File: src/sv/bch_pkg.sv
// Shared types and constants of the byte class histogram.
`default_nettype none
package bch_pkg;

  // Widths fixed by the result fields and the configuration registers
  localparam int OUT_W      = 32;
  localparam int LEVEL_W    = 16;
  localparam int CFG_IDX_W  = 2;
  localparam int CFG_DATA_W = 16;

  // Defaults of the top-level parameters
  localparam int COUNT_WIDTH_DEF     = 32;
  localparam int RATIO_FRAC_BITS_DEF = 8;

  // Queue between front and back
  localparam int QDEPTH = 2;

  // Configuration register indexes
  localparam logic [CFG_IDX_W-1:0] CFG_CODE_LEVEL    = 2'd0;
  localparam logic [CFG_IDX_W-1:0] CFG_CODE_CHECK_ON = 2'd1;
  localparam logic [CFG_IDX_W-1:0] CFG_ENFORCE_MODE  = 2'd2;

  // Configuration reset values
  localparam logic [LEVEL_W-1:0] CODE_LEVEL_RST    = 16'd64;
  localparam logic               CODE_CHECK_ON_RST = 1'b1;
  localparam logic               ENFORCE_MODE_RST  = 1'b0;

  // Character constants
  localparam logic [7:0] CH_SPACE = 8'd32;
  localparam logic [7:0] CH_DEL   = 8'd127;
  localparam logic [7:0] CH_TAB   = 8'h09;
  localparam logic [7:0] CH_CR    = 8'h0D;
  localparam logic [7:0] CH_LF    = 8'h0A;

  typedef enum logic [2:0] {
    CLS_LETTER,
    CLS_DIGIT,
    CLS_SPACE,
    CLS_CTRL,
    CLS_PUNCT,
    CLS_HIGH
  } cls_t;

  // One queued item: its class and the end-of-string mark
  typedef struct packed {
    cls_t cls;
    logic last;
  } qent_t;

  // Status marks
  typedef struct packed {
    logic err;
    logic nonascii;
    logic code;
    logic ctrl;
  } flags_t;

  // Configuration as seen by the back end
  typedef struct packed {
    logic [LEVEL_W-1:0] code_level;
    logic               code_check_on;
    logic               enforce_mode;
  } cfg_t;

endpackage
`default_nettype wire

File: src/sv/bch_front.sv
// Front end: accept bytes and classify them into the queue.
`default_nettype none
module bch_front (
  input  wire logic          in_valid,
  output logic               in_ready,
  input  wire logic [7:0]    in_data_byte,
  input  wire logic          in_string_end,
  input  wire logic          q_full,
  output logic               q_push,
  output bch_pkg::qent_t     q_wdata
);

  function automatic bch_pkg::cls_t classify(input logic [7:0] c);
    bch_pkg::cls_t k;
    if ((c >= 8'h61 && c <= 8'h7A) || (c >= 8'h41 && c <= 8'h5A)) begin
      k = bch_pkg::CLS_LETTER;
    end else if (c >= 8'h30 && c <= 8'h39) begin
      k = bch_pkg::CLS_DIGIT;
    end else if (c == bch_pkg::CH_SPACE || c == bch_pkg::CH_TAB ||
                 c == bch_pkg::CH_CR || c == bch_pkg::CH_LF) begin
      k = bch_pkg::CLS_SPACE;
    end else if (c < bch_pkg::CH_SPACE || c == bch_pkg::CH_DEL) begin
      k = bch_pkg::CLS_CTRL;
    end else if (c < bch_pkg::CH_DEL) begin
      k = bch_pkg::CLS_PUNCT;
    end else begin
      k = bch_pkg::CLS_HIGH;
    end
    return k;
  endfunction

  assign in_ready      = !q_full;
  assign q_push        = in_valid && !q_full;
  assign q_wdata.cls   = classify(in_data_byte);
  assign q_wdata.last  = in_string_end;

endmodule
`default_nettype wire

File: src/sv/bch_queue.sv
// Short queue of classified items between front and back.
`default_nettype none
module bch_queue (
  input  wire logic            clk,
  input  wire logic            rst_n,
  input  wire logic            push,
  input  wire bch_pkg::qent_t  wdata,
  output logic                 full,
  output logic                 rvalid,
  input  wire logic            pop,
  output bch_pkg::qent_t       rdata
);

  localparam int PTR_W = $clog2(bch_pkg::QDEPTH);
  localparam int CNT_W = $clog2(bch_pkg::QDEPTH + 1);

  bch_pkg::qent_t    mem_r [bch_pkg::QDEPTH];
  logic [PTR_W-1:0]  wr_ptr_r, wr_ptr_nxt;
  logic [PTR_W-1:0]  rd_ptr_r, rd_ptr_nxt;
  logic [CNT_W-1:0]  cnt_r, cnt_nxt;

  function automatic logic [PTR_W-1:0] ptr_inc(input logic [PTR_W-1:0] p);
    return (p == PTR_W'(bch_pkg::QDEPTH - 1)) ? '0 : p + PTR_W'(1);
  endfunction

  assign full   = (cnt_r == CNT_W'(bch_pkg::QDEPTH));
  assign rvalid = (cnt_r != '0);
  assign rdata  = mem_r[rd_ptr_r];

  always_comb begin
    wr_ptr_nxt = push ? ptr_inc(wr_ptr_r) : wr_ptr_r;
    rd_ptr_nxt = pop  ? ptr_inc(rd_ptr_r) : rd_ptr_r;
    cnt_nxt    = cnt_r + CNT_W'(push) - CNT_W'(pop);
  end

  always_ff @(posedge clk) begin
    if (!rst_n) begin
      wr_ptr_r <= '0;
      rd_ptr_r <= '0;
      cnt_r    <= '0;
    end else begin
      wr_ptr_r <= wr_ptr_nxt;
      rd_ptr_r <= rd_ptr_nxt;
      cnt_r    <= cnt_nxt;
    end
  end

  always_ff @(posedge clk) begin
    if (push) begin
      mem_r[wr_ptr_r] <= wdata;
    end
  end

endmodule
`default_nettype wire

File: src/sv/bch_back.sv
// Back end: counters, ratio test, status marks and the result register.
`default_nettype none
module bch_back #(
  parameter int COUNT_WIDTH     = bch_pkg::COUNT_WIDTH_DEF,
  parameter int RATIO_FRAC_BITS = bch_pkg::RATIO_FRAC_BITS_DEF
) (
  input  wire logic                         clk,
  input  wire logic                         rst_n,
  input  wire bch_pkg::cfg_t                cfg,
  input  wire logic                         q_valid,
  output logic                              q_ready,
  input  wire bch_pkg::qent_t               q_rdata,
  output logic                              out_valid,
  input  wire logic                         out_ready,
  output logic [bch_pkg::OUT_W-1:0]         out_total_count,
  output logic [bch_pkg::OUT_W-1:0]         out_letter_count,
  output logic [bch_pkg::OUT_W-1:0]         out_digit_count,
  output logic [bch_pkg::OUT_W-1:0]         out_space_count,
  output logic [bch_pkg::OUT_W-1:0]         out_ctrl_count,
  output logic [bch_pkg::OUT_W-1:0]         out_punct_count,
  output logic [bch_pkg::OUT_W-1:0]         out_high_count,
  output logic                              out_ctrl_flag,
  output logic                              out_code_flag,
  output logic                              out_nonascii_flag,
  output logic                              out_error_flag,
  output logic                              out_byte_skipped
);

  localparam int CW  = COUNT_WIDTH;
  localparam int OW  = bch_pkg::OUT_W;
  // Product width: (CW+1)-bit sum times the level; also holds punct << F
  localparam int PW  = CW + 1 + bch_pkg::LEVEL_W;

  logic [CW-1:0] total_r,  total_nxt;
  logic [CW-1:0] letter_r, letter_nxt;
  logic [CW-1:0] digit_r,  digit_nxt;
  logic [CW-1:0] space_r,  space_nxt;
  logic [CW-1:0] ctrl_r,   ctrl_nxt;
  logic [CW-1:0] punct_r,  punct_nxt;
  logic [CW-1:0] high_r,   high_nxt;
  bch_pkg::flags_t flags_r, flags_nxt;
  logic          skip_r,   skip_nxt;
  logic          out_valid_r, out_valid_nxt;
  logic          skipped;
  logic          reject;
  logic          fire;

  logic [CW-1:0] punct_inc;
  logic [CW:0]   den_sum;
  logic [PW-1:0] lhs;
  logic [PW-1:0] rhs;
  logic          above;

  logic [OW-1:0] total_o_r, letter_o_r, digit_o_r, space_o_r;
  logic [OW-1:0] ctrl_o_r, punct_o_r, high_o_r;
  bch_pkg::flags_t flags_o_r;
  logic          skipped_o_r;

  function automatic logic [CW-1:0] sat_inc(input logic [CW-1:0] c);
    return (c == {CW{1'b1}}) ? c : c + CW'(1);
  endfunction

  function automatic logic [OW-1:0] show(input logic [CW-1:0] c);
    logic [63:0] e;
    e = 64'(c);
    return (e > 64'h0000_0000_FFFF_FFFF) ? {OW{1'b1}} : e[OW-1:0];
  endfunction

  assign q_ready = !out_valid_r || out_ready;
  assign fire    = q_valid && q_ready;

  // Ratio test punct/(letters+high) > level/2^F, cross-multiplied
  always_comb begin
    punct_inc = sat_inc(punct_r);
    den_sum   = {1'b0, letter_r} + {1'b0, high_r};
    lhs       = PW'(punct_inc) << RATIO_FRAC_BITS;
    rhs       = PW'(den_sum) * PW'(cfg.code_level);
    above     = lhs > rhs;
  end

  always_comb begin
    total_nxt  = total_r;
    letter_nxt = letter_r;
    digit_nxt  = digit_r;
    space_nxt  = space_r;
    ctrl_nxt   = ctrl_r;
    punct_nxt  = punct_r;
    high_nxt   = high_r;
    flags_nxt  = flags_r;
    skip_nxt   = skip_r;
    skipped    = 1'b0;
    reject     = 1'b0;
    if (fire) begin
      if (skip_r) begin
        skipped  = 1'b1;
        skip_nxt = !q_rdata.last;
      end else begin
        total_nxt = sat_inc(total_r);
        unique case (q_rdata.cls)
          bch_pkg::CLS_LETTER: letter_nxt = sat_inc(letter_r);
          bch_pkg::CLS_DIGIT:  digit_nxt  = sat_inc(digit_r);
          bch_pkg::CLS_SPACE:  space_nxt  = sat_inc(space_r);
          bch_pkg::CLS_CTRL: begin
            ctrl_nxt       = sat_inc(ctrl_r);
            flags_nxt.ctrl = 1'b1;
            reject         = cfg.enforce_mode;
          end
          bch_pkg::CLS_PUNCT: begin
            punct_nxt = punct_inc;
            if (cfg.code_check_on && above) begin
              flags_nxt.code = 1'b1;
              reject         = cfg.enforce_mode;
            end else begin
              flags_nxt.code = 1'b0;
            end
          end
          bch_pkg::CLS_HIGH: begin
            high_nxt           = sat_inc(high_r);
            flags_nxt.nonascii = 1'b1;
          end
          default: ;
        endcase
        if (reject) begin
          flags_nxt.err = 1'b1;
          skip_nxt      = !q_rdata.last;
        end
      end
    end
    out_valid_nxt = q_ready ? fire : out_valid_r;
  end

  always_ff @(posedge clk) begin
    if (!rst_n) begin
      total_r     <= '0;
      letter_r    <= '0;
      digit_r     <= '0;
      space_r     <= '0;
      ctrl_r      <= '0;
      punct_r     <= '0;
      high_r      <= '0;
      flags_r     <= '0;
      skip_r      <= 1'b0;
      out_valid_r <= 1'b0;
    end else begin
      total_r     <= total_nxt;
      letter_r    <= letter_nxt;
      digit_r     <= digit_nxt;
      space_r     <= space_nxt;
      ctrl_r      <= ctrl_nxt;
      punct_r     <= punct_nxt;
      high_r      <= high_nxt;
      flags_r     <= flags_nxt;
      skip_r      <= skip_nxt;
      out_valid_r <= out_valid_nxt;
    end
  end

  // Result register: load on every item taken from the queue
  always_ff @(posedge clk) begin
    if (fire) begin
      total_o_r   <= show(total_nxt);
      letter_o_r  <= show(letter_nxt);
      digit_o_r   <= show(digit_nxt);
      space_o_r   <= show(space_nxt);
      ctrl_o_r    <= show(ctrl_nxt);
      punct_o_r   <= show(punct_nxt);
      high_o_r    <= show(high_nxt);
      flags_o_r   <= flags_nxt;
      skipped_o_r <= skipped;
    end
  end

  assign out_valid         = out_valid_r;
  assign out_total_count   = total_o_r;
  assign out_letter_count  = letter_o_r;
  assign out_digit_count   = digit_o_r;
  assign out_space_count   = space_o_r;
  assign out_ctrl_count    = ctrl_o_r;
  assign out_punct_count   = punct_o_r;
  assign out_high_count    = high_o_r;
  assign out_ctrl_flag     = flags_o_r.ctrl;
  assign out_code_flag     = flags_o_r.code;
  assign out_nonascii_flag = flags_o_r.nonascii;
  assign out_error_flag    = flags_o_r.err;
  assign out_byte_skipped  = skipped_o_r;

endmodule
`default_nettype wire

File: src/sv/byte_class_histogram.sv
// Top level of the byte class histogram: configuration, front, queue, back.
//
// Usage: feed one text byte per item on the in_ channel (in_data_byte, with
// in_string_end marking the last byte of a string). Every accepted item
// gives exactly one result item on the out_ channel: the seven saturating
// counters after this byte, the four status marks and byte_skipped.
// Configuration writes on the cfg_ channel (index 0 code_level, 1
// code_check_on, 2 enforce_mode, others ignored) are always taken at once;
// write them only while no item is in flight.
// Flow: classify into the queue at the input accept edge, then count and
// test in the back end, which registers the result and raises out_valid.
// Throughput: one item per cycle while the receiver does not stall, set by
// the back end's counter update and cross-multiply compare; the two-entry
// queue keeps the input open while a result waits, until the queue is full.
// Reset (rst_n low, synchronous): counters, marks and skipping clear, the
// queue empties, configuration returns to its reset values.
// Receiver stall: the result register holds, the back end stops, the queue
// fills and in_ready drops when it is full; no item is lost.
`default_nettype none
module byte_class_histogram #(
  parameter int COUNT_WIDTH     = bch_pkg::COUNT_WIDTH_DEF,
  parameter int RATIO_FRAC_BITS = bch_pkg::RATIO_FRAC_BITS_DEF
) (
  input  wire logic                              clk,
  input  wire logic                              rst_n,
  input  wire logic                              in_valid,
  output logic                                   in_ready,
  input  wire logic [7:0]                        in_data_byte,
  input  wire logic                              in_string_end,
  input  wire logic                              cfg_valid,
  output logic                                   cfg_ready,
  input  wire logic [bch_pkg::CFG_IDX_W-1:0]     cfg_index,
  input  wire logic [bch_pkg::CFG_DATA_W-1:0]    cfg_data,
  output logic                                   out_valid,
  input  wire logic                              out_ready,
  output logic [bch_pkg::OUT_W-1:0]              out_total_count,
  output logic [bch_pkg::OUT_W-1:0]              out_letter_count,
  output logic [bch_pkg::OUT_W-1:0]              out_digit_count,
  output logic [bch_pkg::OUT_W-1:0]              out_space_count,
  output logic [bch_pkg::OUT_W-1:0]              out_ctrl_count,
  output logic [bch_pkg::OUT_W-1:0]              out_punct_count,
  output logic [bch_pkg::OUT_W-1:0]              out_high_count,
  output logic                                   out_ctrl_flag,
  output logic                                   out_code_flag,
  output logic                                   out_nonascii_flag,
  output logic                                   out_error_flag,
  output logic                                   out_byte_skipped
);

  bch_pkg::cfg_t  cfg_r, cfg_nxt;
  logic           q_full;
  logic           q_push;
  bch_pkg::qent_t q_wdata;
  logic           q_valid;
  logic           q_ready;
  bch_pkg::qent_t q_rdata;

  // Configuration registers: always ready, mask data to register width
  assign cfg_ready = 1'b1;

  always_comb begin
    cfg_nxt = cfg_r;
    if (cfg_valid) begin
      unique case (cfg_index)
        bch_pkg::CFG_CODE_LEVEL:
          cfg_nxt.code_level = cfg_data[bch_pkg::LEVEL_W-1:0];
        bch_pkg::CFG_CODE_CHECK_ON:
          cfg_nxt.code_check_on = cfg_data[0];
        bch_pkg::CFG_ENFORCE_MODE:
          cfg_nxt.enforce_mode = cfg_data[0];
        default: ;
      endcase
    end
  end

  always_ff @(posedge clk) begin
    if (!rst_n) begin
      cfg_r.code_level    <= bch_pkg::CODE_LEVEL_RST;
      cfg_r.code_check_on <= bch_pkg::CODE_CHECK_ON_RST;
      cfg_r.enforce_mode  <= bch_pkg::ENFORCE_MODE_RST;
    end else begin
      cfg_r <= cfg_nxt;
    end
  end

  // Classify incoming items and push them into the queue
  bch_front u_front (
    .in_valid      (in_valid),
    .in_ready      (in_ready),
    .in_data_byte  (in_data_byte),
    .in_string_end (in_string_end),
    .q_full        (q_full),
    .q_push        (q_push),
    .q_wdata       (q_wdata)
  );

  // Decouple front and back
  bch_queue u_queue (
    .clk    (clk),
    .rst_n  (rst_n),
    .push   (q_push),
    .wdata  (q_wdata),
    .full   (q_full),
    .rvalid (q_valid),
    .pop    (q_valid && q_ready),
    .rdata  (q_rdata)
  );

  // Count, test the punctuation ratio and drive the result register
  bch_back #(
    .COUNT_WIDTH     (COUNT_WIDTH),
    .RATIO_FRAC_BITS (RATIO_FRAC_BITS)
  ) u_back (
    .clk               (clk),
    .rst_n             (rst_n),
    .cfg               (cfg_r),
    .q_valid           (q_valid),
    .q_ready           (q_ready),
    .q_rdata           (q_rdata),
    .out_valid         (out_valid),
    .out_ready         (out_ready),
    .out_total_count   (out_total_count),
    .out_letter_count  (out_letter_count),
    .out_digit_count   (out_digit_count),
    .out_space_count   (out_space_count),
    .out_ctrl_count    (out_ctrl_count),
    .out_punct_count   (out_punct_count),
    .out_high_count    (out_high_count),
    .out_ctrl_flag     (out_ctrl_flag),
    .out_code_flag     (out_code_flag),
    .out_nonascii_flag (out_nonascii_flag),
    .out_error_flag    (out_error_flag),
    .out_byte_skipped  (out_byte_skipped)
  );

  // A skipped byte only follows a raised error mark
  a_skip_needs_error: assert property (@(posedge clk) disable iff (!rst_n)
    out_valid && out_byte_skipped |-> out_error_flag)
    else $error("byte skipped without error mark");

  // The error mark never clears once a result has shown it
  a_error_sticky: assert property (@(posedge clk) disable iff (!rst_n)
    $past(out_valid) && $past(out_error_flag) |-> out_error_flag)
    else $error("error mark cleared");

  // A result is either held from a stall or freshly taken from the queue
  a_result_source: assert property (@(posedge clk) disable iff (!rst_n)
    out_valid |-> $past(q_valid && q_ready) || $past(out_valid && !out_ready))
    else $error("result without queued item");

  // The input only stalls when the queue holds items
  a_stall_needs_items: assert property (@(posedge clk) disable iff (!rst_n)
    !in_ready |-> q_valid)
    else $error("input stalled with empty queue");

endmodule
`default_nettype wire

File: config.mk
export PLATFORM = sky130hd
export DESIGN_NAME = byte_class_histogram
export DESIGN_NICKNAME = d
export VERILOG_FILES = /design/src/sv/bch_pkg.sv /design/src/sv/bch_front.sv /design/src/sv/bch_queue.sv /design/src/sv/bch_back.sv /design/src/sv/byte_class_histogram.sv
export SDC_FILE = /design/constraint.sdc
export NUM_CORES = 2
export LEC_CHECK = 0
export ABC_CLOCK_PERIOD_IN_PS = 12200
export BUFFER_PORTS_ARGS = -buffer_cell sky130_fd_sc_hd__buf_2
export CAP_MARGIN = 40
export CORE_MARGIN = 2
export CORE_UTILIZATION = 64
export CTS_BUF_LIST = sky130_fd_sc_hd__clkbuf_2
export DETAILED_ROUTE_END_ITERATION = 8
export PLACE_DENSITY = 0.88
export SLEW_MARGIN = 40
export SYNTH_ARGS = -nofsm -noshare
export SYNTH_HDL_FRONTEND = slang
export SYNTH_HIERARCHICAL = 1
export SYNTH_SLANG_ARGS = --single-unit
File: constraint.sdc
create_clock -name clk -period 12.2 [get_ports clk]
set_input_delay 1.22 -clock clk [delete_from_list [all_inputs] [get_ports clk]]
set_output_delay 1.22 -clock clk [all_outputs]
set_load 0.05 [all_outputs]
==> results.json <==
{
  "start_util": 0.6481,
  "tritoncts": "built",
  "synth-seq-area-share": 0.3108,
  "filler_cell_count": 4238,
  "total_power_mw": 5.230,
  "rsz_0062_raised_after_global_routing": "no",
  "critical_path_class": "reg2reg",
  "postSynthAreaPerCell_um2": 9.682,
  "die_x_um": 251.5,
  "antenna_violations_before_repair": 11,
  "place_area_um2": 41310,
  "chipHeight_um": 251.5,
  "final_antenna_net_count": 0,
  "setup.worst_path.start_class": "flop",
  "postSynthRegisterBits": 490,
  "grt_pass1_vias": 31320,
  "required_ns": 13.22,
  "run_status": "completed",
  "drive_gt1_frac": 0.1247,
  "critical_path_s_largest_stage_delay_ns": 0.60,
  "cts_setup_buffers": 0,
  "slowest_stage": "o41ai_2",
  "stdcell_area_um2": 42510,
  "timing.critical_path.to_type": "flop",
  "holdCritPathClass": "in2reg",
  "floorplan.rows": 90,
  "routability_congestion_estimate": 0.9653,
  "clkTransAtPathRegs_ns": 0.10,
  "slew_viol_final": 0,
  "drc": 0,
  "hold_slack_ns": 0.2405,
  "max_slew.worst_pin.slew_ns": 0.9724,
  "critical_path.max_fanout": 16,
  "root_buffer": "clkbuf_2",
  "drt-wirelength-per-cell_um": 18.84,
  "cap_viol_max_count": 0,
  "power.static_leakage_nw": 19.44,
  "post_cts_resized": 0,
  "max-slew-margin-rel": 0.3503,
  "min_period_ns": 11.40,
  "htreeDepth": 3,
  "report.final.setup_viol": 0,
  "clkLatencyLatePin_ns": 1.20,
  "hold_buffers": 0,
  "grt_overflow": 0,
  "ioPinCount": 264,
  "area_overhead_vs_synth_pct": 8.479,
  "commonest_cells_post_synth": "nand2_1 (540), inv_1 (492), and2_1 (447), fa_1 (433), dfxtp_1 (253)",
  "worst-endpoint-arrival_ns": 12.42,
  "critPathBufInv": 4,
  "critPathTopFamily": "adder cells",
  "drtPass1Iterations": 7,
  "skew_ns": 0.1670,
  "placement.io_buffers": 262,
  "ys.flop_type": "dfxtp_1",
  "post_synth_main_area_contributors": "fa_1 (22%), edfxtp_1 (18%), dfxtp_1 (13%), and2_1 (7.1%), ha_1 (6.2%)",
  "synthesis.instances": 4048,
  "totalNegativeSetupSlack_ns": 0,
  "placeableCoreArea_um2": 60470,
  "synth_fp_nets": 4707,
  "cts_inserted_buffers": 111,
  "drt-vias-per-instance": 5.801,
  "synth_edf_count": 237,
  "clock_tree.buffer_depth": 3,
  "detailedPlacementHpwl_um": 74000,
  "critical-path-top-cell-by-count": "fa_1",
  "power_per_cell_area_nw_per_um2": 123.0,
  "grt_use_total": 0.3180,
  "finish.net_count": 4956,
  "detail_route.wirelength_um": 97680,
  "pin_count_of_the_biggest_net_entering_global_routing": 158,
  "cts_num_sinks": 490,
  "synth_area_um2": 39190,
  "fmax_mhz": 87.70,
  "final.period_utilization": 0.9347,
  "synth-warning-count": 6,
  "worst_ir_drop_vdd_v": 0.0001863,
  "ys_async_sr_fraction": 0,
  "num_vias": 30070,
  "drt-initial-drc-count": 2691,
  "synth.top_cell.area_share": 0.2212,
  "synth_cell_types": 87,
  "die_area_um2": 63230,
  "synth_top_cell_by_area": "fa_1",
  "grt_pass1_wl_um": 160200,
  "final_hold_vio_count": 0,
  "yosysMostFrequentCell": "nand2_1"
}
final timing paths:
kind	start	endpoint	slack (ns)	depth (start not counted)
max	u_back/letter_r[2]$_SDFF_PN0_	u_back/out_error_flag$_DFFE_PP_	0.80	40
min reg2reg	u_back/flags_r[1]$_SDFF_PN0_	u_back/flags_r[1]$_SDFF_PN0_	0.48	2
max reg2reg	u_back/letter_r[2]$_SDFF_PN0_	u_back/out_error_flag$_DFFE_PP_	0.80	40
min	in_string_end	u_queue/mem_r[0][0]$_DFFE_PP_	0.24	1
report_power, final:
part	leakage (nW)	internal, mW	switching (mW)
Combinational	14.2	0.299	1.54
Sequential	4.35	2.14	0.111
Clock	0.866	0.466	0.678
Total	19.4	2.90	2.33
through the flow:
step	utilization	setup slack, ns	std cells
final	0.7031	0.7969	5184
after global placement	0.6812	1.091	4963
after floorplan	-	1.717	4048
after global routing	0.7031	0.07677	5184
after CTS	0.7023	0.9315	5177
after detailed placement	0.6831	0.9449	4966
layout by cell type, fill, tap and decap left out, drive strengths merged, types with 19 or more instances in the layout:
| master | instances |
|---|---|
| clkinv | 27 |
| nor2b | 29 |
| xnor2 | 181 |
| clkbuf | 178 |
| nor3 | 54 |
| and2 | 447 |
| o21ai | 60 |
| nand3 | 99 |
| nor3b | 19 |
| inv | 495 |
| ha | 194 |
| buf | 313 |
| nand4 | 70 |
| edfxtp | 237 |
| fa | 433 |
| nand2b | 26 |
| nor4 | 23 |
| xor2 | 131 |
| a21o | 33 |
| a21oi | 91 |
| nand2 | 540 |
| dfxtp | 253 |
| nor2 | 177 |
| and4 | 19 |
| and3 | 45 |
final cells by class:
cell class,count,area [µm²],share of cell area
flip-flops and latches,490,12190,0.2868
repair buffers,313,1740,0.04094
well taps,782,978.4,0.02301
clock inverters,33,271.5,0.006386
clock buffers,178,890.9,0.02095
multi-input cells,2889,24570,0.5780
inverters,492,1847,0.04344
diodes,7,17.52,0.0004120
worst register-to-register path, delay by kind of cell (launching register included):
| kind | cells | cell delay (ns) |
|---|---|---|
| fa+ha+maj | 9 | 4.15 |
| simple gates | 12 | 2.98 |
| compound gates | 13 | 2.97 |
| flops | 1 | 0.48 |
| buf+inv | 4 | 0.41 |
| xor+xnor | 2 | 0.32 |
cell families after synthesis:
kind of cell	synth area share
flip-flops	0.3108
other	0.00009568
multiplexers	0.006640
adder cells (fa/ha/maj)	0.2831
AO/OA/AOI/OAI	0.05418
buffers and inverters	0.06506
AND/OR/NAND/NOR	0.2098
XOR/XNOR	0.07030
layer usage:
metal / track usage / part of all wire
met3: 0.06850 / 0.086
met2: 0.5173 / 0.48
met5: 0 / 0.00042
met1: 0.4115 / 0.40
met4: 0.1423 / 0.040
(Power assumes the default switching activity.)
